<file path="config.mk">
export PLATFORM = sky130hd
export DESIGN_NAME = osim_addr_gen
export DESIGN_NICKNAME = d
export VERILOG_FILES = /design/src/hdl/ofdm_symbol_interleave_map_defines.svh /design/src/hdl/osim_pkg.sv /design/src/hdl/osim_addr_gen.sv
export SDC_FILE = /design/constraint.sdc
export NUM_CORES = 1
export LEC_CHECK = 0
export BUFFER_PORTS_ARGS = -buffer_cell sky130_fd_sc_hd__buf_2
export CORE_MARGIN = 5
export CORE_UTILIZATION = 55
export DETAILED_ROUTE_END_ITERATION = 10
export PLACE_DENSITY = 0.82
export SKIP_CTS_REPAIR_TIMING = 1
export SLEW_MARGIN = 30
export SYNTH_ARGS = -nofsm -noshare
export SYNTH_HDL_FRONTEND = slang
export SYNTH_SLANG_ARGS = --single-unit
</file>
<file path="constraint.sdc">
create_clock -name clk -period 4.3 [get_ports clk]
set_input_delay 0.43 -clock clk [delete_from_list [all_inputs] [get_ports clk]]
set_output_delay 0.43 -clock clk [all_outputs]
set_load 0.01 [all_outputs]
</file>
<file path="src/hdl/ofdm_symbol_interleave_map_defines.svh">
// Assertion macros for the symbol interleaver and cell mapper.
// Uses clk and arst_n from the including module; no other dependencies.
`ifndef OFDM_SYMBOL_INTERLEAVE_MAP_DEFINES_SVH
`define OFDM_SYMBOL_INTERLEAVE_MAP_DEFINES_SVH
`ifndef NO_ASSERTIONS
`define OSIM_ASSERT_IMPL(lbl, ante, cons, msg) \
	lbl: assert property (@(posedge clk) disable iff (!arst_n) (ante) |-> (cons)) \
		else $error(msg);
`define OSIM_ASSERT_NEXT(lbl, ante, cons, msg) \
	lbl: assert property (@(posedge clk) disable iff (!arst_n) (ante) |=> (cons)) \
		else $error(msg);
`else
`define OSIM_ASSERT_IMPL(lbl, ante, cons, msg)
`define OSIM_ASSERT_NEXT(lbl, ante, cons, msg)
`endif
`endif

</file>
<file path="src/hdl/osim_pkg.sv">
// Shared constants, types and the constellation amplitude table for the
// symbol interleaver and cell mapper. No dependencies.
package osim_pkg;

	localparam int MAX_CARRIERS = 8192;
	localparam int SAMPLE_BITS  = 16;
	localparam int ADDR_W       = $clog2(MAX_CARRIERS);
	localparam int CNT_W        = ADDR_W + 1;
	localparam int CELL_W       = 6;
	localparam int LFSR_W       = 12;

	localparam int STEPS_2K = 2048;
	localparam int STEPS_8K = 8192;

	localparam logic [1:0] REG_FFT_MODE      = 2'd0;
	localparam logic [1:0] REG_CONSTELLATION = 2'd1;
	localparam logic [1:0] REG_CARRIERS      = 2'd2;

	localparam logic [1:0] CONS_QPSK  = 2'd0;
	localparam logic [1:0] CONS_QAM16 = 2'd1;
	localparam logic [1:0] CONS_QAM64 = 2'd2;

	localparam logic [CNT_W-1:0] CARRIERS_RESET = CNT_W'(1512);

	typedef struct packed {
		logic              we;
		logic [ADDR_W-1:0] addr;
		logic [ADDR_W-1:0] data;
	} tbl_wr_t;

	// level / sqrt(n) with 14 fraction bits, rounded to nearest
	function automatic logic [SAMPLE_BITS-1:0] level_amp(input logic [1:0] cons,
			input logic [2:0] lvl);
		logic [SAMPLE_BITS-1:0] amp;
		amp = '0;
		case (cons)
			CONS_QPSK: amp = SAMPLE_BITS'(11585);
			CONS_QAM16: amp = (lvl == 3'd1) ? SAMPLE_BITS'(5181) : SAMPLE_BITS'(15543);
			default: begin
				case (lvl)
					3'd1: amp = SAMPLE_BITS'(2528);
					3'd3: amp = SAMPLE_BITS'(7584);
					3'd5: amp = SAMPLE_BITS'(12641);
					3'd7: amp = SAMPLE_BITS'(17697);
					default: amp = '0;
				endcase
			end
		endcase
		return amp;
	endfunction

endpackage

</file>
<file path="src/hdl/osim_addr_gen.sv">
// 2k/8k interleaver address generator: walks the LFSR sequence and emits
// write requests that fill the permutation table. Depends on osim_pkg.
module osim_addr_gen (
	input  logic                       clk,
	input  logic                       arst_n,
	input  logic                       restart,
	input  logic                       fft_mode,
	input  logic [osim_pkg::CNT_W-1:0] lim,
	output osim_pkg::tbl_wr_t          wr,
	output logic                       building,
	output logic [osim_pkg::CNT_W-1:0] fill
);

	logic                        build_q;
	logic [osim_pkg::ADDR_W-1:0] step_q;
	logic [osim_pkg::LFSR_W-1:0] lfsr_q;
	logic [osim_pkg::CNT_W-1:0]  fill_q;

	logic [osim_pkg::LFSR_W-1:0] lfsr_nxt;
	logic [osim_pkg::ADDR_W-1:0] r;
	logic [osim_pkg::ADDR_W-1:0] last_step;
	logic                        fb;

	always_comb begin
		fb = 1'b0;
		if (step_q < osim_pkg::ADDR_W'(2)) begin
			lfsr_nxt = '0;
		end else if (step_q == osim_pkg::ADDR_W'(2)) begin
			lfsr_nxt = osim_pkg::LFSR_W'(1);
		end else if (!fft_mode) begin
			fb = lfsr_q[0] ^ lfsr_q[3];
			lfsr_nxt = {2'b00, fb, lfsr_q[9:1]};
		end else begin
			fb = lfsr_q[0] ^ lfsr_q[1] ^ lfsr_q[4] ^ lfsr_q[6];
			lfsr_nxt = {fb, lfsr_q[11:1]};
		end

		r = '0;
		if (!fft_mode) begin
			r[4]  = lfsr_nxt[0];
			r[3]  = lfsr_nxt[1];
			r[9]  = lfsr_nxt[2];
			r[6]  = lfsr_nxt[3];
			r[2]  = lfsr_nxt[4];
			r[8]  = lfsr_nxt[5];
			r[1]  = lfsr_nxt[6];
			r[5]  = lfsr_nxt[7];
			r[7]  = lfsr_nxt[8];
			r[0]  = lfsr_nxt[9];
			r[10] = step_q[0];
		end else begin
			r[7]  = lfsr_nxt[0];
			r[1]  = lfsr_nxt[1];
			r[4]  = lfsr_nxt[2];
			r[2]  = lfsr_nxt[3];
			r[9]  = lfsr_nxt[4];
			r[6]  = lfsr_nxt[5];
			r[8]  = lfsr_nxt[6];
			r[10] = lfsr_nxt[7];
			r[0]  = lfsr_nxt[8];
			r[3]  = lfsr_nxt[9];
			r[11] = lfsr_nxt[10];
			r[5]  = lfsr_nxt[11];
			r[12] = step_q[0];
		end

		last_step = fft_mode ? osim_pkg::ADDR_W'(osim_pkg::STEPS_8K - 1)
		                     : osim_pkg::ADDR_W'(osim_pkg::STEPS_2K - 1);

		wr.we   = build_q && ({1'b0, r} < lim) && !fill_q[osim_pkg::CNT_W-1];
		wr.addr = fill_q[osim_pkg::ADDR_W-1:0];
		wr.data = r;
	end

	always_ff @(posedge clk or negedge arst_n) begin
		if (!arst_n) begin
			build_q <= 1'b1;
			step_q  <= '0;
			lfsr_q  <= '0;
			fill_q  <= '0;
		end else if (restart) begin
			build_q <= 1'b1;
			step_q  <= '0;
			lfsr_q  <= '0;
			fill_q  <= '0;
		end else if (build_q) begin
			lfsr_q <= lfsr_nxt;
			step_q <= step_q + osim_pkg::ADDR_W'(1);
			if (wr.we)
				fill_q <= fill_q + osim_pkg::CNT_W'(1);
			if (step_q == last_step)
				build_q <= 1'b0;
		end
	end

	assign building = build_q;
	assign fill     = fill_q;

endmodule

</file>
== Yosys cells after proc, flatten, opt, wreduce, memory -nomap -nowiden ==
Cells that the tools add are included.

* Bits in latches: 0
* Word-level logic and storage cells: 36
* Input port bits: 18
* Memories: 0
* Register bits after elaboration: 40
* Bits in writable memories: 0
* Bits in read-only memories: 0
* Output and inout port bits: 42

* Bitwise operators: 4
* $lt $le $gt $ge: 2
* Eq/ne operators: 2
* Mux-type cells: 16
* Shift operators: 0
* $mul: 0
* Add/sub/neg operators: 2
* Div/mod/pow operators: 0
* Reduce and logical (&&, ||, !) cells: 6

{| class="wikitable"
|+ Operator list
! cell !! count
|-
| two-way mux 12 bit || 5
|-
| two-way mux 14 bit || 3
|-
| two-way mux 13 bit || 3
|-
| adder 14 x 1 -> 14 bit, second input constant || 1
|-
| < comparator 13 x 14 -> 1 bit || 1
|-
| adder 13 x 1 -> 13 bit, second input constant || 1
|-
| == test 13 bit || 1
|-
| == test 13 x 2 -> 1 bit, second input constant || 1
|-
| < comparator 13 x 2 -> 1 bit, second input constant || 1
|-
| two-way mux 11 bit || 1
|-
| nonzero test 2 bit || 2
|-
| XOR 1 bit || 4
|-
| two-way mux 1 bit || 3
|-
| logical AND 1 bit || 2
|-
| two-way mux 2 bit || 1
|-
| AND reduction 2 bit || 1
|-
| logical NOT 1 bit || 1
|}

== Longest topological paths before layout ==
Gate-level depths: netlist of run 1.

* Depth after elaboration: 13
* Gate-level depth with buffers: 15
* Gate-level depth less buffers: 14

== Least setup slack after synthesis of run 1 ==
No wires, ideal clock.

* Kind: reg-to-reg
* Start: register step_q[0] (netlist bit)
* End: register fill_q (netlist bit fill[0])
* Clock period less this slack: 3350 ps
* Required time: 4175 ps
* Data arrival time: 3225 ps
* Path slack: 950 ps
* Buffers on the path: 2
* Setup time: 125 ps
* Stages on the path, launching flop included: 16
* Cells stage by stage: dfrtp_1 > inv_1 > ha_1 > and2b_2 > or2_2 > clkbuf_1 > nand2_1 > o21ai_0 > ha_1 > a21oi_1 > nor2_1 > a211oi_1 > o21ai_0 > clkbuf_1 > nor2_1 > mux2_2

{| class="wikitable"
|+ RTL lines
! item !! RTL line !! source
|-
| start, declared || osim_addr_gen.sv:15 || <nowiki>logic [osim_pkg::ADDR_W-1:0] step_q;</nowiki>
|-
| start signal, assigned || osim_addr_gen.sv:88 || <nowiki>step_q <= step_q + osim_pkg::ADDR_W'(1);</nowiki>
|-
| end signal, assigned || osim_addr_gen.sv:90 || <nowiki>fill_q <= fill_q + osim_pkg::CNT_W'(1);</nowiki>
|-
| end, declared || osim_addr_gen.sv:17 || <nowiki>logic [osim_pkg::CNT_W-1:0] fill_q;</nowiki>
|}

==> impl_metrics.toml, run 1 <==
[yosys]
yosys_warnings = 0
synthFlopType = "dfrtp_1"
synth.top_cells.by_count = "nor2_1 (40), dfrtp_1 (39), a21oi_1 (24), nand2_1 (23), inv_1 (17)"
ys_seq_area_frac = 0.3678
synthArstFlopShare = 1.000
synth_area_um2 = 2725
synth_seq_cells = 40
syn_avg_cell_area_um2 = 8.734
yosys.area.top_type_share = 0.3581
synth_area_leader_cell = "dfrtp_1"
ys_types = 46
synth.most_common_cell = "nor2_1"
synth_edf_count = 0
syn_inst = 312
synth_fp_nets = 345
synth_area_leaders = "dfrtp_1 (36%), ha_1 (6.9%), nor2_1 (5.5%), a21oi_1 (4.4%), buf_4 (3.9%)"

[cts]
cts.clk_slew.worst_paths_ns = 0.08
h-tree-depth = 2
clockRootBuffer = "clkbuf_8"
cts_tree = "built"
clockBufferDepth = 2
clock_latency_ns = 0.30
numCtsBuffers = 5
clock-sinks = 40

[pwr]
pwr-share-seq = 0.522
peakVddDrop_v = 0.0001713
leakage_nw = 1.528
internal_power_w = 0.0005443
power_w = 0.0007492
switching_power_w = 0.0002049
p_clk_frac = 0.352
power_frac_comb = 0.126
sw_frac_of_total = 0.2735
p_per_area_nw_per_um2 = 249.3

[setup_path]
crit_required_ns = 3.87
worst_path_max_delay_cell = "dfrtp_1"
crit_fanout = 12
path_class = "reg -> out"
crit_chain = "nor4_2, nand4_2, or2_2, and2_1, mux2_2, ha_1, nand2_1, o21ai_0, nor3b_2, a21oi_4, nor2_1, buf_2"
critical_path_arrival_ns = 3.66
cp.depth = 12
rr_worst_depth = 12
end_kind = "output port"
critPathBufInv = 1
slowest_delay_ns = 0.44
crit_family = "simple AND/OR/NAND/NOR gates"
cp-start-kind = "flip-flop"
reg2reg_slack_ns = 0.63

[detailed_routing]
wl_um = 6064
dr.pass1.iters = 4
wl_per_cell_um = 14.54
drc_errors = 0
viasPerCell = 5.573
drt_iter0_markers = 64
route.vias.total = 2324
ant_nets = 0

[floorplan]
die_x_um = 80.39
start_util = 0.5732
rows = 25
dieArea_um2 = 6463
core_um2 = 4755
die_y_um = 80.39
pin_count = 60

[placement]
dp_hpwl_um = 4326
placed_area_um2 = 2889
io_buffers = 59
routabilityCongestion = 0.8300

[global_route]
gr-usage-met1 = 0.2327
grtUsageMet2 = 0.3411
grt_pass1_vias = 2150
grt.total_usage = 0.1953
grt_pass1_wl_um = 9929
grt-ovfl-total = 0
antenna_found_initial = 0
grt-busiest-layer = "met2"
grt_use_met3 = 0.05605
grt_max_degree = 49

[status]
status = "finished, final reports clean"

[layout]
nets = 382
multi_input_area_um2 = 1465
diodes = 0
drive_gt1_frac = 0.2457
syn_to_final_growth_pct = 10.28
stdcell_area_um2 = 3005
nFillCells = 447
register_area_um2 = 1002

[flow_run]
maxCapViolations = 0

[timing]
max_freq_mhz = 244.7
relSlewSlack = 0.4672
finalHoldViolations = 0
rsz0062_at_grt = "false"
setup_viol = 0
finalHoldWorstSlack_ns = 0.08908
min_period_ns = 4.087
fin_skew_ns = 0.009010
drv_slew = 0
finalCritPeriodShare = 0.9505
worst_slew_pin_slew_ns = 0.7991
fin_setup_tns_ns = 0

[min_path]
hp-class = "in -> async"
[state kept, by name, summed over array words and instances (netlist names)]
| register | cells |
|---|---|
| building | 1 |
| fill | 14 |
| lfsr_q | 12 |
| step_q | 13 |
[stage by stage]
step | std cells | setup slack [ns] | util
5_1_grt | 417 | 0.01426 | 0.6321
6_report | 417 | 0.2130 | 0.6321
2_1_floorplan | 312 | 0.9501 | -
3_3_place_gp | 408 | 0.4721 | 0.6068
3_5_place_dp | 408 | 0.3523 | 0.6076
4_1_cts | 416 | 0.02111 | 0.6271
[metal layers]
metal | share of wire | vias to the layer above | routed length [um]
li1 | - | 1148 | -
met1 | 0.44 | 1116 | 2640
met2 | 0.49 | 51 | 3001
met3 | 0.057 | 9 | 345
met4 | 0.013 | 0 | 77
met5 | 0 | - | 0
[worst register-to-register path, delay by kind of cell, from the launching register on]
kind | cells | cell delay, ns
AOI/OAI and AO/OA | 3 | 0.47
DFF | 1 | 0.44
and+or+nand+nor | 7 | 2.12
adders and majority gates | 1 | 0.28
muxes | 1 | 0.27
[kinds of logic after synthesis]
| family | count (synthesis) | share of synthesized area |
|---|---|---|
| flops | 40 | 0.3678 |
| buf+inv | 47 | 0.1038 |
| compound gates | 51 | 0.1120 |
| xor+xnor | 14 | 0.04500 |
| fa+ha+maj | 15 | 0.06887 |
| mux | 15 | 0.05785 |
| simple gates | 130 | 0.2447 |
[final cells by class]
cell class / instances / share of cell area
Inverter: 17 / 0.02123
Timing Repair Buffer: 59 / 0.09908
Multi-Input combinational cell: 226 / 0.4875
Clock buffer: 6 / 0.02748
Sequential cell: 40 / 0.3335
Clock inverter: 2 / 0.003331
Tap cell: 67 / 0.02789
[path summary, 6_finish.rpt]
| path | start | end |
|---|---|---|
| max | step_q[4] | wr[26] |
| min | arst_n | fill[9] |
| max reg2reg | step_q[4] | fill[7] |
| min reg2reg | lfsr_q[11] | lfsr_q[11] |
| max in group asynchronous | arst_n | building |
| min in group clk | lfsr_q[11] | lfsr_q[11] |
[cell usage in the layout, fill, tap and decap left out, drive strengths merged, types with 6 or more instances in the layout]
cell type,count
inv,17
nand4,8
o21ai,11
mux2,6
nor2,40
clkbuf,6
a21oi,26
mux2i,9
nand3,15
xor2,9
nor3,7
and3,7
dfrtp,39
ha,15
or4,8
buf,59
o31ai,8
nand2,23
[power by group through the flow]
| stage | Clock, W | Sequential [W] | Combinational, W |
|---|---|---|---|
| 2_1_floorplan | 0 | 0.000398 | 0.0000649 |
| 3_3_place_gp | 0 | 0.000398 | 0.0000907 |
| 3_5_place_dp | 0 | 0.000398 | 0.0000938 |
| 4_1_cts | 0.000274 | 0.000391 | 0.0000941 |
| 5_1_grt | 0.000294 | 0.000392 | 0.000107 |
| 6_report | 0.000264 | 0.000391 | 0.0000945 |
Power figures use the tool's default switching activity.
==> inputs of run 2 (changes only) <==
--- a/config.mk
+++ b/config.mk
@@ -9,6 +9,7 @@
 export CORE_MARGIN = 5
 export CORE_UTILIZATION = 55
 export DETAILED_ROUTE_END_ITERATION = 10
+export GPL_TIMING_DRIVEN = 0
 export PLACE_DENSITY = 0.82
 export SKIP_CTS_REPAIR_TIMING = 1
 export SLEW_MARGIN = 30
==> run 2 against run 1 <==
  * Sequential share of layout area decreased by 2.2 points
  * Die area unchanged
  * Clock-buffer cell count decreased by 1
  * Clock power increased by 17%
  * Sequential cell count unchanged
  * Largest power group unchanged
  * Critical endpoint unchanged
==> impl_metrics.toml, run 2 (synthesis results as in run 1) <==
[timing]
drv_slew = 0
rsz0062_at_grt = "false"
worst_slew_pin_slew_ns = 0.5089
finalHoldViolations = 0
max_freq_mhz = 255.1
fin_setup_tns_ns = 0
setup_viol = 0
finalCritPeriodShare = 0.9116
relSlewSlack = 0.6607
fin_skew_ns = 0.007802
min_period_ns = 3.920
worst_slack_ns = 0.3800

[layout]
diodes = 0
syn_to_final_growth_pct = 18.23
layout_commonest_cell = "buf_2"
nFillCells = 407
largest_reg_flops = 14
mostFrequentLayoutCells = "buf_2 (59), nor2_1 (39), dfrtp_1 (39), a21oi_1 (24), nand2_1 (23)"
drive_gt1_frac = 0.2804
final_cells = 445
nets = 410

[global_route]
antenna_found_initial = 0
grt.total_usage = 0.2082
grt-ovfl-total = 0
grt_max_degree = 41
grt_pass1_wl_um = 10520
grt_pass1_vias = 2338

[pwr]
power_frac_comb = 0.131
switching_power_w = 0.0002069
sw_frac_of_total = 0.2575
internal_power_w = 0.0005967
peakVddDrop_v = 0.0001846
p_per_area_nw_per_um2 = 249.4
p_clk_frac = 0.383
pwr-share-seq = 0.486
leakage_nw = 1.664

[detailed_routing]
viasPerCell = 5.488
drc_errors = 0
dr.pass1.iters = 4
drt_iter0_markers = 78
route.vias.total = 2442
wl_um = 6386
ant_nets = 0
wl_per_cell_um = 14.35

[cts]
cts_tree = "built"
clock-sinks = 40
h-tree-depth = 2
cts.clk_slew.worst_paths_ns = 0.08
clock_latency_ns = 0.30
clockBufferDepth = 2
numCtsBuffers = 5
clockRootBuffer = "clkbuf_8"

[status]
status = "finished, final reports clean"

[floorplan]
dieArea_um2 = 6463
pin_count = 60
core_um2 = 4755
die_y_um = 80.39
die_x_um = 80.39
rows = 25
start_util = 0.5732

[setup_path]
crit_fanout = 10
r2r_start = "step_q[4]"
slowest_delay_ns = 0.44
cpMostUsedCell = "o21ai_0"
cp-startpoint = "step_q[4]"
cp-start-kind = "flip-flop"
worst_path_max_delay_cell = "dfrtp_1"
critPathBufInv = 3
crit_required_ns = 3.87
path_class = "reg -> out"
crit_chain = "nor4_2, nand4_2, or2_2, clkbuf_2, nand2_1, o21ai_0, ha_1, a21oi_1, nor2_1, a211oi_1, o21ai_0, clkbuf_1, nor2_4, buf_2"
end_kind = "output port"
crit_family = "simple AND/OR/NAND/NOR gates"
critical_path_arrival_ns = 3.49

[placement]
dp.cells = 437
routabilityCongestion = 0.8830
post-place-ws_ns = 0.4732
dp_hpwl_um = 4833
io_buffers = 58

[min_path]
hp-class = "in -> async"

[flow_run]
maxCapViolations = 0
## run 2: changes by cell type in the layout (fill, tap and decap cells not counted), moves of 2 or more
cell,before,now
buf_4,1,15
buf_6,0,3
clkbuf_1,0,6
o21ai_0,8,10
## run 2: worst paths after layout
kind / endpoint / depth (start not counted) / slack (ns)
worst max register to register: fill[10] / 14 / 0.73
worst min-delay path: fill[11] / 1 / 0.09
max in group asynchronous: building / 1 / 3.83
worst max-delay path: wr[26] / 14 / 0.38
min in group clk: lfsr_q[11] / 2 / 0.54
worst min register to register: lfsr_q[11] / 2 / 0.54
## run 2: routing by layer
layer	part of all wire	global-route usage	wire length, um	vias to the layer above
met5	0	0	0	-
met4	0.016	0.06757	105	0
met3	0.062	0.04709	394	13
met2	0.51	0.3675	3231	81
met1	0.42	0.2486	2655	1147
li1	-	-	-	1201
## run 2: metrics by stage
stage | hold WS [ns] | total power (W) | util | cell area [um^2]
floorplan | 0.1344 | 0.0004626 | - | 2725
global placement | 0.4971 | 0.0004987 | 0.6518 | 3099
detailed placement | 0.5225 | 0.0005019 | 0.6518 | 3099
CTS | 0.2776 | 0.0008084 | 0.6753 | 3211
global route | 0.1277 | 0.0008434 | 0.6776 | 3222
finish | 0.09343 | 0.0008036 | 0.6776 | 3222
## run 2: power by group through the flow
stage / Combinational [W] / Clock [W] / Sequential [W]
floorplan: 0.0000649 / 0 / 0.000398
global placement: 0.000101 / 0 / 0.000398
detailed placement: 0.000104 / 0 / 0.000398
global route: 0.000118 / 0.000333 / 0.000392
finish: 0.000105 / 0.000308 / 0.000391
CTS: 0.000105 / 0.000313 / 0.000391
## run 2: layout make-up
cell class,instances,area [um^2],area share
buffer,30,220.2,0.06835
clock buffer,5,68.82,0.02136
clock inverter,3,42.54,0.01320
inverter,17,63.81,0.01981
multi-input combinational,225,1448,0.4493
sequential,40,1002,0.3111
tap,67,83.83,0.02602
timing repair buffer,58,292.8,0.09087
