`config.mk`:
```
export PLATFORM = sky130hd
export DESIGN_NAME = osim_mapper
export DESIGN_NICKNAME = d
export VERILOG_FILES = /design/src/hdl/ofdm_symbol_interleave_map_defines.svh /design/src/hdl/osim_pkg.sv /design/src/hdl/osim_mapper.sv
export SDC_FILE = /design/constraint.sdc
export NUM_CORES = 1
export LEC_CHECK = 0
export BUFFER_PORTS_ARGS = -buffer_cell sky130_fd_sc_hd__buf_2
export CORE_MARGIN = 10
export CORE_UTILIZATION = 45
export DETAILED_ROUTE_END_ITERATION = 10
export MAX_ROUTING_LAYER = met4
export PLACE_DENSITY_LB_ADDON = 0.25
export SETUP_SLACK_MARGIN = 0.15
export SLEW_MARGIN = 5
export SYNTH_ARGS = -nofsm -noshare
export SYNTH_HDL_FRONTEND = slang
export SYNTH_SLANG_ARGS = --single-unit
```
`constraint.sdc`:
```
create_clock -name clk -period 0.8 [get_ports clk]
set_input_delay 0.08 -clock clk [delete_from_list [all_inputs] [get_ports clk]]
set_output_delay 0.08 -clock clk [all_outputs]
set_load 0.01 [all_outputs]
```
`src/hdl/ofdm_symbol_interleave_map_defines.svh`:
```
// Assertion macros for the symbol interleaver and cell mapper.
// Uses clk and arst_n from the including module; no other dependencies.
`ifndef OFDM_SYMBOL_INTERLEAVE_MAP_DEFINES_SVH
`define OFDM_SYMBOL_INTERLEAVE_MAP_DEFINES_SVH
`ifndef NO_ASSERTIONS
`define OSIM_ASSERT_IMPL(lbl, ante, cons, msg) \
	lbl: assert property (@(posedge clk) disable iff (!arst_n) (ante) |-> (cons)) \
		else $error(msg);
`define OSIM_ASSERT_NEXT(lbl, ante, cons, msg) \
	lbl: assert property (@(posedge clk) disable iff (!arst_n) (ante) |=> (cons)) \
		else $error(msg);
`else
`define OSIM_ASSERT_IMPL(lbl, ante, cons, msg)
`define OSIM_ASSERT_NEXT(lbl, ante, cons, msg)
`endif
`endif

```
`src/hdl/osim_pkg.sv`:
```
// Shared constants, types and the constellation amplitude table for the
// symbol interleaver and cell mapper. No dependencies.
package osim_pkg;

	localparam int MAX_CARRIERS = 8192;
	localparam int SAMPLE_BITS  = 16;
	localparam int ADDR_W       = $clog2(MAX_CARRIERS);
	localparam int CNT_W        = ADDR_W + 1;
	localparam int CELL_W       = 6;
	localparam int LFSR_W       = 12;

	localparam int STEPS_2K = 2048;
	localparam int STEPS_8K = 8192;

	localparam logic [1:0] REG_FFT_MODE      = 2'd0;
	localparam logic [1:0] REG_CONSTELLATION = 2'd1;
	localparam logic [1:0] REG_CARRIERS      = 2'd2;

	localparam logic [1:0] CONS_QPSK  = 2'd0;
	localparam logic [1:0] CONS_QAM16 = 2'd1;
	localparam logic [1:0] CONS_QAM64 = 2'd2;

	localparam logic [CNT_W-1:0] CARRIERS_RESET = CNT_W'(1512);

	typedef struct packed {
		logic              we;
		logic [ADDR_W-1:0] addr;
		logic [ADDR_W-1:0] data;
	} tbl_wr_t;

	// level / sqrt(n) with 14 fraction bits, rounded to nearest
	function automatic logic [SAMPLE_BITS-1:0] level_amp(input logic [1:0] cons,
			input logic [2:0] lvl);
		logic [SAMPLE_BITS-1:0] amp;
		amp = '0;
		case (cons)
			CONS_QPSK: amp = SAMPLE_BITS'(11585);
			CONS_QAM16: amp = (lvl == 3'd1) ? SAMPLE_BITS'(5181) : SAMPLE_BITS'(15543);
			default: begin
				case (lvl)
					3'd1: amp = SAMPLE_BITS'(2528);
					3'd3: amp = SAMPLE_BITS'(7584);
					3'd5: amp = SAMPLE_BITS'(12641);
					3'd7: amp = SAMPLE_BITS'(17697);
					default: amp = '0;
				endcase
			end
		endcase
		return amp;
	endfunction

endpackage

```
`src/hdl/osim_mapper.sv`:
```
// QPSK / 16-QAM / 64-QAM cell mapper with registered result outputs.
// Depends on osim_pkg for the amplitude table and constellation codes.
module osim_mapper (
	input  logic                             clk,
	input  logic                             arst_n,
	input  logic                             valid,
	input  logic [osim_pkg::CELL_W-1:0]      cell_word,
	input  logic [osim_pkg::ADDR_W-1:0]      idx,
	input  logic                             last,
	input  logic [1:0]                       cons,
	output logic                             strobe,
	output logic signed [osim_pkg::SAMPLE_BITS-1:0] in_phase,
	output logic signed [osim_pkg::SAMPLE_BITS-1:0] quadrature,
	output logic [osim_pkg::ADDR_W-1:0]      carrier_index,
	output logic                             last_of_symbol
);

	logic [2:0]                       x_lvl, y_lvl;
	logic                             x_neg, y_neg;
	logic [1:0]                       cons_sel;
	logic [osim_pkg::SAMPLE_BITS-1:0] x_amp, y_amp;
	logic                             strobe_q;

	always_comb begin
		cons_sel = cons;
		case (cons)
			osim_pkg::CONS_QPSK: begin
				x_lvl = 3'd1;
				y_lvl = 3'd1;
				x_neg = cell_word[1];
				y_neg = cell_word[0];
			end
			osim_pkg::CONS_QAM16: begin
				x_lvl = cell_word[1] ? 3'd1 : 3'd3;
				y_lvl = cell_word[0] ? 3'd1 : 3'd3;
				x_neg = cell_word[3];
				y_neg = cell_word[2];
			end
			default: begin
				// code three maps as 64-QAM; Gray inner bit picks +/-1 around 2 or 6
				cons_sel = osim_pkg::CONS_QAM64;
				x_lvl = {~cell_word[3], 1'b0, 1'b1} +
					((cell_word[1] ^ cell_word[3]) ? 3'd0 : 3'd2);
				y_lvl = {~cell_word[2], 1'b0, 1'b1} +
					((cell_word[0] ^ cell_word[2]) ? 3'd0 : 3'd2);
				x_neg = cell_word[5];
				y_neg = cell_word[4];
			end
		endcase
		x_amp = osim_pkg::level_amp(cons_sel, x_lvl);
		y_amp = osim_pkg::level_amp(cons_sel, y_lvl);
	end

	always_ff @(posedge clk or negedge arst_n) begin
		if (!arst_n)
			strobe_q <= 1'b0;
		else
			strobe_q <= valid;
	end

	always_ff @(posedge clk) begin
		in_phase       <= x_neg ? -x_amp : x_amp;
		quadrature     <= y_neg ? -y_amp : y_amp;
		carrier_index  <= idx;
		last_of_symbol <= last;
	end

	assign strobe = strobe_q;

endmodule

```
# Word-level counts from Yosys, hierarchy flattened
# Index checks and enable logic that the tools add are counted.
[classes]
addsub = 4
eq_ne = 10
mux = 17
bitwise = 4
n_reduce_logical = 3
[op_table]
columns = ["operator", "n"]
rows = [
  ["$pmux W15 S4", 2],
  ["$pmux W15 S2", 2],
  ["$mux W16", 2],
  ["$neg A16 Y16", 2],
  ["$mux W14", 2],
  ["$eq A3 B3 Y1 const B", 4],
  ["$pmux W3 S2", 2],
  ["$mux W2", 5],
  ["$add A3 B2 Y3", 2],
  ["$eq A3 B1 Y1 const B", 2],
  ["$eq A3 B2 Y1 const B", 2],
  ["$eq A2 B1 Y1 const B", 2],
  ["$logic_not A2 Y1", 2],
  ["$pmux W1 S2", 2],
  ["$not A1 Y1", 2],
  ["$reduce_or A2 Y1", 1],
  ["$xor A1 B1 Y1", 2],
]
[totals]
regBits = 47
input_bits = 25
out_inout_bits = 47
word_cells = 43

# Longest topological paths before layout
# Gate-level depths: netlist of the first run.
[logic_depth]
depth_word = 9
depth_mapped = 8
ltp_nobuf = 7

# Worst setup path after synthesis of the first run
# No wires, ideal clock.
[synth_path]
kind = "input to register"
start = "input cons[1]"
end = "register quadrature[3] (netlist name)"
setup_ps = 60
t_arrival_ps = 1392
required_ps = 740
slack_ps = -652
path_stages = 8
n_path_buf = 2
path_cell_list = "buf_2 -> buf_2 -> nand2_1 -> o21a_1 -> ha_1 -> xnor2_1 -> a211oi_2 -> nand2b_1"
[synth_via]
elab_chain_cells = 7
elab_cells_between_ends = 17
classes_between = "add/sub (1); eq/ne (6); mux (7); reduce/logical (3)"
[synth_rtl]
columns = ["item", "line_no", "rtl"]
rows = [
  ["start, declared", "osim_mapper.sv:10", "input logic [1:0] cons,"],
  ["$eq A2 B1 Y1 or $logic_not A2 Y1 (tied branches)", "osim_mapper.sv:26", "case (cons)"],
  ["$pmux W3 S2 or $reduce_or A2 Y1 (tied branches)", "-", ""],
  ["$eq A3 B3 Y1, or another cell as far along", "osim_pkg.sv:40", "case (lvl)"],
  ["$pmux W15 S4, or another cell as far along", "osim_pkg.sv:40", ""],
  ["$pmux W15 S2", "osim_pkg.sv:36", "case (cons)"],
  ["$neg A16 Y16", "osim_mapper.sv:63", "quadrature <= y_neg ? -y_amp : y_amp;"],
  ["$mux W16 *", "osim_mapper.sv:63", ""],
  ["end signal, assigned", "osim_mapper.sv:63", ""],
  ["end, declared", "osim_mapper.sv:13", "output logic signed [osim_pkg::SAMPLE_BITS-1:0] quadrature,"],
]
# Every way passes the cells marked *; elsewhere a longest branch is shown, timed or not.

# Worst setup path after layout of the first run
[layout_path]
start = "input cell_word[1] (netlist name)"
end = "register in_phase[3] (netlist name)"
[layout_via]
elab_chain_cells = 9
elab_cells_between_ends = 15
classes_between = "add/sub (2); eq/ne (4); mux (8); bitwise (1)"
[layout_rtl]
columns = ["item", "line_no", "rtl"]
rows = [
  ["start, declared", "osim_mapper.sv:7", "input logic [osim_pkg::CELL_W-1:0] cell_word,"],
  ["$xor A1 B1 Y1", "osim_mapper.sv:43", "((cell_word[1] ^ cell_word[3]) ? 3'd0 : 3'd2);"],
  ["$mux W2", "osim_mapper.sv:43", ""],
  ["$add A3 B2 Y3", "osim_mapper.sv:42", "x_lvl = {~cell_word[3], 1'b0, 1'b1} +"],
  ["$pmux W3 S2", "osim_mapper.sv:26", ""],
  ["$eq A3 B3 Y1, or another cell as far along", "osim_pkg.sv:40", ""],
  ["$pmux W15 S4 or $mux W14 (tied branches)", "osim_pkg.sv:40, osim_pkg.sv:38", ""],
  ["$pmux W15 S2", "osim_pkg.sv:36", ""],
  ["$neg A16 Y16", "osim_mapper.sv:62", "in_phase <= x_neg ? -x_amp : x_amp;"],
  ["$mux W16 *", "osim_mapper.sv:62", ""],
  ["end signal, assigned", "osim_mapper.sv:62", ""],
  ["end, declared", "osim_mapper.sv:12", "output logic signed [osim_pkg::SAMPLE_BITS-1:0] in_phase,"],
]
# Marked as above.

==> results of run 1 <==
worst max-delay path, cell delays in order:
cell	delay (ns)
buf_8	0.11
xnor2_4	0.18
nand2_2	0.07
o21a_1	0.13
ha_2	0.19
xnor2_2	0.15
a211oi_2	0.27
nand2b_1	0.15
worst min-delay path by stage:
stage	end	slack, ns	cells past startpoint	startpoint
2_1_floorplan	strobe	-0.22	0	arst_n
3_3_place_gp	strobe	-0.14	1	arst_n
3_5_place_dp	strobe	-0.14	1	arst_n
4_1_cts	strobe	0.009	2	arst_n
5_1_grt	strobe	0.03	2	arst_n
6_report	strobe	0.008	2	arst_n
layer usage:
layer | routed length [um] | up-vias | GRT usage
met2 | 2700 | 87 | 0.264
met4 | 64 | 0 | 0.0528
met3 | 475 | 5 | 0.0445
met5 | 0 | - | -
met1 | 2260 | 740 | 0.171
li1 | - | 733 | -
report_power, final:
group          switching, W  total (W)  leakage (nW)  internal, W
Combinational      0.000615    0.00140         0.935     0.000784
Sequential        0.0000822    0.00255         0.383      0.00246
Clock              0.000733    0.00148        0.0445     0.000743
Total               0.00143    0.00542          1.36      0.00399
state kept, by name, indices dropped and copies added, names as in the netlist:
signal	cells
strobe	1
last_of_symbol	1
in_phase	15
quadrature	15
carrier_index	13
cell families (layout without fill, tap and decap cells):
group           Yosys count  after routing  share of synthesized area
compound gates           38             38                      0.156
xor+xnor                 13             13                     0.0701
fa+ha+maj                 6              6                     0.0462
buf+inv                  17            135                     0.0608
flops                    45             45                      0.557
mux                       2              2                     0.0123
simple gates             28             28                     0.0978
cell usage after synthesis:
cell type	count
nand2b_1	3
nor3b_1	1
nand2_1	6
buf_2	7
o21ai_0	8
nand3b_1	1
nor3_2	2
buf_4	5
inv_1	4
a221o_1	2
xnor2_1	12
o21a_1	2
ha_1	6
xor2_1	1
and3b_1	1
nor2_1	5
a211oi_2	4
dfrtp_1	1
nor3_1	2
and2b_1	2
mux2i_1	2
a21oi_1	16
nor2b_1	4
dfxtp_1	44
a21o_1	4
buf_6	1
a211o_1	2
nand3_1	1
through the flow:
stage	util	setup slack, ns	instance area [um^2]	cells	TNS [ns]
final	0.850	-0.217	2900	313	-6.38
after global routing	0.850	-0.300	2900	313	-8.22
after CTS	0.793	-0.250	2710	308	-6.41
after detailed placement	0.646	-0.602	2210	275	-12.57
after global placement	0.646	-0.510	2210	275	-11.59
after floorplan	-	-0.449	1800	149	-5.31
cell type report:
class                           instances  area share
Multi-Input combinational cell         87       0.259
Inverter                                4     0.00517
Sequential cell                        45       0.321
Timing Repair Buffer                  123       0.364
Clock buffer                            6      0.0177
Clock inverter                          2      0.0129
Tap cell                               46      0.0198
repair_timing:
action | 4_1_cts | 5_1_grt
gates cloned | 1 | 0
setup endpoints to repair | 75 | 74
gates resized for setup | 41 | 53
buffers inserted | 8 | 6
pin swaps | 12 | 12
hold buffers | 16 | 0
endpoints found under the hold margin | 16 | 0
==> run_results.csv, run 1 <==
group,metric,value,unit
clock_tree,clkSinkCount,45,
floorplanning,initial_core_util,0.476,
route,via_per_inst,5.00,
run_status,violations,"setup timing",
synth,synth_cell_type_count,28,
timing,period_needed,1.02,ns
clock_tree,htree_levels,2,
floorplanning,row_count,21,
final_layout,area_growth,78.7,%
synth,syn-instance-count,149,
synth,mappedNetlistNets,180,
clock_tree,clk_path_buf_depth,2,
setup_path,endpoint_kind,"flop",
setup_path,required,1.12,ns
global_route,grt_pass1_vias,1533,
power,ir_drop,0.975,mV
setup_path,startpoint_type,"input port",
setup_path,worstSetupEndpoint,"in_phase[3]",
floorplanning,die_y,80.1,um
synth,synth.avg_cell_area,10.9,um^2
timing,rsz0062_at_grt,"true",
global_route,grt_max_degree,17,
synth,yosys-top-cells-area,"dfxtp_1 (54%), xnor2_1 (6.5%), a21oi_1 (4.9%)",
floorplanning,die_area,6420,um^2
setup_path,crit_arrival,1.33,ns
timing,tightest_slew,0.342,ns
timing,postLayoutSetupSlackWorst,-0.217,ns
route,ant_nets,0,
synth,yosysTopAreaCellShare,0.542,
synth,yosysSeqAreaShare,0.557,
timing,fin_crit_sh,1.27,
global_route,grt_overflow,0,
clock_tree,cts_buffers,5,
timing,max-slew-margin-rel,0.772,
synth,ys_ff_latch,45,
final_layout,antenna-diode-count,0,
synth,synth_area,1630,um^2
power,leakage,1.36,nW
route,num_vias,1565,
timing,finalMaxSlewViolations,0,
final_layout,layout_common_cells,"buf_2 (41), buf_6 (37), dfxtp_2 (22), dfxtp_1 (22), buf_4 (22)",
global_route,grt_pass1_wl,7.67,mm
timing,setup_violations,58,
floorplanning,core_area,3420,um^2
final_layout,fin_nets,297,
clock_tree,cts.clk_slew.worst_paths,0.13,ns
global_route,antenna_found_initial,0,
timing,fmax,983,MHz
setup_path,cp-startpoint,"cell_word[1]",
global_route,grt.total_usage,0.156,
route,wl_per_cell,17.6,um
synth,yosysTopAreaCell,"dfxtp_1",
place,gp_congestion,0.809,
floorplanning,die_w,80.1,um
setup_path,worstPathMaxFanout,3,
final_layout,fill_cells,154,
route,drc_errors,0,
timing,whs,0.00848,ns
min_path,min_path_type,"input port to asynchronous set/reset pin",
setup_path,crit_type,"input port to flop",
final_layout,regArea,933,um^2
power,power.total,0.00542,W
run,drv_cap,0,
final_layout,multi_input_area,752,um^2
clock_tree,tritoncts,"done",
place,io_buffers,71,
run_status,status,"finished, violations left",
final_layout,layout_commonest_cell,"buf_2",
synth,yosysWarnings,0,
timing,hold_viol_final,0,
place,dpl.hpwl,3.29,mm
route,initialDrtViolationCount,78,
floorplanning,ios,72,
clock_tree,root_buffer,"clkbuf_4",
route,wl,5.50,mm
final_layout,layout-drive-gt1-share,0.607,
power,power.density,1870,nW/um^2
route,firstDrtPassIters,4,
No activity file was read; power rests on OpenSTA's default activity.
==> run 2: changes to the inputs <==
--- a/config.mk
+++ b/config.mk
@@ -11,6 +11,7 @@
 export DETAILED_ROUTE_END_ITERATION = 10
 export MAX_ROUTING_LAYER = met4
 export PLACE_DENSITY_LB_ADDON = 0.25
+export REMOVE_ABC_BUFFERS = 1
 export SETUP_SLACK_MARGIN = 0.15
 export SLEW_MARGIN = 5
 export SYNTH_ARGS = -nofsm -noshare
==> run_results.csv, run 2 (same netlist as run 1, synthesis figures left out) <==
group,metric,value,unit
clock_tree,root_buffer,"clkbuf_4",
clock_tree,cts_buffers,5,
place,dpl.hpwl,3.07,mm
setup_path,startpoint_type,"input port",
clock_tree,cts.clk_slew.worst_paths,0.11,ns
timing,finalMaxSlewViolations,0,
global_route,grt_max_degree,17,
global_route,grt.total_usage,0.162,
final_layout,multi_input_area,807,um^2
power,ir_drop,1.35,mV
run_status,status,"finished, violations left",
run_status,violations,"setup timing",
route,drc_errors,0,
floorplanning,core_area,3420,um^2
route,wl_met1,2.34,mm
timing,rsz0062_at_grt,"true",
floorplanning,die_y,80.1,um
final_layout,fill_cells,158,
setup_path,crit_slowest_cell,"a211oi_2",
global_route,grt_overflow,0,
setup_path,cpPeakStageDelay,0.29,ns
floorplanning,die_w,80.1,um
setup_path,crit_type,"input port to flop",
setup_path,path_cells,"buf_8, xnor2_4, nand2_2, o21a_1, ha_2, xnor2_2, a211oi_2, a21oi_1",
timing,setup_violations,59,
global_route,antenna_found_initial,0,
route,via_per_inst,4.90,
timing,period_needed,1.08,ns
final_layout,area_growth,81.5,%
run,drv_cap,0,
timing,fin_crit_sh,1.35,
setup_path,cp-startpoint,"cell_word[3]",
clock_tree,clk_path_buf_depth,2,
route,wl_per_cell,18.1,um
clock_tree,clkSinkCount,45,
floorplanning,die_area,6420,um^2
min_path,min_path_type,"input port to asynchronous set/reset pin",
setup_path,crit_arrival,1.31,ns
route,top_layer_used,"met4",
power,power.density,1810,nW/um^2
route,dr_wl_met2,2.85,mm
timing,postLayoutSetupSlackWorst,-0.277,ns
timing,fin_tns_setup,-6.11,ns
final_layout,layout_commonest_cell,"buf_2",
final_layout,antenna-diode-count,0,
power,leakage,1.39,nW
floorplanning,initial_core_util,0.476,
floorplanning,row_count,21,
final_layout,layout_common_cells,"buf_2 (43), buf_6 (32), buf_4 (27)",
clock_tree,htree_levels,2,
setup_path,required,1.04,ns
final_layout,regArea,931,um^2
route,initialDrtViolationCount,56,
floorplanning,ios,72,
route,wl,5.73,mm
route,met3_length,456,um
final_layout,final_area,2950,um^2
timing,max-slew-margin-rel,0.791,
final_layout,layout-drive-gt1-share,0.626,
final_layout,fin_nets,300,
place,io_buffers,71,
final_layout,final_cells,316,
route,num_vias,1549,
global_route,grt_pass1_wl,7.98,mm
setup_path,endpoint_kind,"flop",
route,firstDrtPassIters,4,
route,ant_nets,0,
timing,fmax,928,MHz
place,place_area,2120,um^2
place,gp_congestion,0.844,
clock_tree,tritoncts,"done",
global_route,grt_pass1_vias,1527,
place,dp_cells,275,
timing,tightest_slew,0.313,ns
final_layout,largestRegisters,"in_phase (15), quadrature (15), carrier_index (13)",
final_layout,utilization,0.864,
timing,hold_viol_final,0,
setup_path,worstPathMaxFanout,3,
==> run 2: changes by cell type in the layout (fill, tap and decap cells not counted), moves of 4 or more <==
cell | before | now
buf_4 | 22 | 27
buf_6 | 37 | 32
xnor2_1 | 8 | 4
xnor2_2 | 3 | 7
==> run 2: critical path: cells and delay by family <==
family          cells  cell delay (ns)
xor+xnor            2             0.31
fa+ha+maj           1             0.21
compound gates      3             0.50
buf+inv             1             0.11
simple gates        1             0.09
==> run 2: layer usage <==
| layer | vias up | GRT usage |
|---|---|---|
| met5 | - | - |
| li1 | 735 | - |
| met3 | 10 | 0.0646 |
| met2 | 64 | 0.265 |
| met1 | 740 | 0.178 |
| met4 | 0 | 0.0511 |
==> run 2: worst paths after layout <==
path	cells past startpoint	end	slack [ns]
max	8	in_phase[13]	-0.28
min	2	strobe	0.03
max in group asynchronous	2	strobe	0.69
min in group clk	3	in_phase[0]	0.08
==> run 2: final cells by class <==
cell class                 count  area share
clock inverter                 2      0.0119
sequential                    45       0.316
timing repair buffer         126       0.360
tap                           46      0.0195
clock buffer                   6      0.0140
multi-input combinational     87       0.274
inverter                       4     0.00509
==> run 2: stage by stage <==
stage | total power, W | hold slack, ns | setup WS, ns
global route | 0.00557 | 0.0171 | -0.308
global placement | 0.00343 | -0.144 | -0.644
detailed placement | 0.00345 | -0.143 | -0.731
finish | 0.00533 | 0.0277 | -0.277
floorplan | 0.00296 | -0.216 | -0.447
CTS | 0.00504 | 0.0105 | -0.155
==> run 2: power breakdown <==
group | switching [W] | internal [W] | total [W] | leakage [nW]
Clock | 0.000691 | 0.000655 | 0.00135 | 0.0422
Combinational | 0.000635 | 0.000807 | 0.00144 | 0.965
Sequential | 0.0000839 | 0.00246 | 0.00255 | 0.382
==> run 2: what timing repair did <==
item	4_1_cts	5_1_grt
gates resized for setup	58	57
endpoints found under the setup margin	74	70
cloned	0	0
hold buffers	16	0
buffers inserted	12	5
pin swaps	17	15
endpoints found under the hold margin	16	0
==> run 3: changes to the inputs <==
--- a/config.mk
+++ b/config.mk
@@ -10,7 +10,7 @@
 export CORE_UTILIZATION = 45
 export DETAILED_ROUTE_END_ITERATION = 10
 export MAX_ROUTING_LAYER = met4
-export PLACE_DENSITY_LB_ADDON = 0.25
+export PLACE_DENSITY = 0.76
 export REMOVE_ABC_BUFFERS = 1
 export SETUP_SLACK_MARGIN = 0.15
 export SLEW_MARGIN = 5
==> run_results.csv, run 3 (same netlist as run 1, synthesis figures left out) <==
group,metric,value,unit
global_route,antenna_found_initial,0,
route,ant_nets,0,
global_route,met3_usage,0.0457,
final_layout,layout_commonest_cell,"buf_2",
timing,finalMaxSlewViolations,0,
clock_tree,root_buffer,"clkbuf_4",
floorplanning,core_area,3420,um^2
route,via_per_inst,5.17,
clock_tree,cts_buffers,5,
setup_path,endpoint_kind,"flop",
global_route,grt_util_met2,0.287,
final_layout,layout-drive-gt1-share,0.634,
global_route,grt_max_degree,30,
setup_path,crit_slowest_cell,"a211oi_2",
place,io_buffers,71,
place,gp_congestion,0.731,
setup_path,worstPathMaxFanout,3,
min_path,hold-path-cell-count,3,
timing,hold_viol_final,0,
global_route,grt_overflow,0,
clock_tree,clkSinkCount,45,
timing,fin_crit_sh,1.50,
clock_tree,tritoncts,"done",
power,power.total,0.00549,W
run_status,status,"finished, violations left",
final_layout,antenna-diode-count,0,
timing,fmax,835,MHz
power,power.density,1860,nW/um^2
floorplanning,row_count,21,
clock_tree,htree_levels,2,
timing,postLayoutSetupSlackWorst,-0.397,ns
route,wl,7.01,mm
global_route,grt_pass1_vias,1517,
timing,tightest_slew,0.359,ns
floorplanning,die_y,80.1,um
final_layout,area_growth,81.8,%
setup_path,required,1.09,ns
final_layout,largestRegisters,"in_phase (15), quadrature (15), carrier_index (13)",
final_layout,layout_common_cells,"buf_2 (37), buf_6 (36), dfxtp_2 (25)",
route,wl_per_cell,22.5,um
route,initialDrtViolationCount,154,
global_route,grt_use_met1,0.174,
setup_path,path_common_cell,"xnor2_4",
timing,setup_violations,63,
run,drv_cap,0,
global_route,grt.total_usage,0.166,
timing,period_needed,1.20,ns
global_route,grt_pass1_wl,8.12,mm
route,num_vias,1608,
setup_path,startpoint_type,"input port",
floorplanning,die_w,80.1,um
timing,rsz0062_at_grt,"true",
power,ir_drop,0.889,mV
setup_path,cpPeakStageDelay,0.32,ns
final_layout,fin_nets,295,
floorplanning,die_area,6420,um^2
clock_tree,clk_path_buf_depth,2,
route,firstDrtPassIters,4,
place,dpl.hpwl,3.05,mm
run_status,violations,"setup timing",
setup_path,crit_arrival,1.49,ns
route,drc_errors,0,
final_layout,fill_cells,128,
floorplanning,initial_core_util,0.476,
global_route,globalRoute.busiestLayer,"met2",
timing,whs,0.0657,ns
setup_path,path_cells,"buf_8, xnor2_4, nand2_2, o21a_4, ha_4, xnor2_4, a211oi_2, nand2b_1",
floorplanning,ios,72,
setup_path,crit_type,"input port to flop",
clock_tree,cts.clk_slew.worst_paths,0.12,ns
power,leakage,1.35,nW
min_path,min_path_type,"input port to flop",
timing,max-slew-margin-rel,0.759,
[run 3: cell count changes in the layout (fill, tap and decap cells not counted), moves of 3 or more]
cell and change:
dfxtp_2 +5, xnor2_2 -4, buf_6 +4, buf_2 -6, buf_4 -3, dfxtp_1 -5
xnor2_1 +3
[run 3: layout make-up]
type	instances	area (um^2)	area share
repair buffers	121	1050	0.354
flip-flops and latches	45	937	0.317
multi-input cells	87	823	0.279
well taps	46	57.6	0.0195
clock buffers	6	41.3	0.0140
clock inverters	2	35.0	0.0119
inverters	4	15.0	0.00508
[run 3: per-layer routing]
metal | wire, um | vias up | share of wire
met4 | 338 | 0 | 0.048
met5 | 0 | - | 0
met1 | 2520 | 773 | 0.36
met2 | 3650 | 87 | 0.52
met3 | 496 | 25 | 0.071
li1 | - | 723 | -
[run 3: path summary, 6_finish.rpt]
check / end / start / slack (ns)
min in group asynchronous: strobe / arst_n / 0.56
max in group asynchronous: strobe / arst_n / 0.14
hold / removal: in_phase[5] / cell_word[5] / 0.07
setup / recovery: in_phase[3] / cell_word[3] / -0.40
[run 3: timing repair]
| item | in CTS | in global routing |
|---|---|---|
| pin swaps | 21 | 17 |
| gates cloned | 0 | 0 |
| endpoints found under the setup margin | 71 | 73 |
| endpoints found under the hold margin | 16 | 0 |
| buffers inserted | 6 | 3 |
| hold buffers | 17 | 0 |
| gates resized for setup | 60 | 68 |
[run 3: critical path: cells and delay by family]
| family | cells | cell delay, ns |
|---|---|---|
| AOI/OAI and AO/OA | 2 | 0.47 |
| xor gates and xnor gates | 2 | 0.34 |
| adders and majority gates | 1 | 0.18 |
| buffers and inverters | 1 | 0.11 |
| and+or+nand+nor | 2 | 0.31 |
[run 3: stage by stage]
step | utilization | worst slack, ns | instances | TNS, ns | area (um^2)
after floorplan | - | -0.447 | 136 | -4.50 | 1540
after global placement | 0.625 | -0.626 | 277 | -11.75 | 2130
after detailed placement | 0.625 | -0.643 | 277 | -12.11 | 2130
after CTS | 0.782 | -0.161 | 308 | -5.50 | 2670
after global routing | 0.865 | -0.400 | 311 | -10.10 | 2960
final | 0.865 | -0.397 | 311 | -8.18 | 2960
[run 3: power breakdown]
group,internal [W],switching (W),total (W)
clock,0.000656,0.000730,0.00139
combinational,0.000830,0.000703,0.00153
sequential,0.00247,0.000106,0.00257
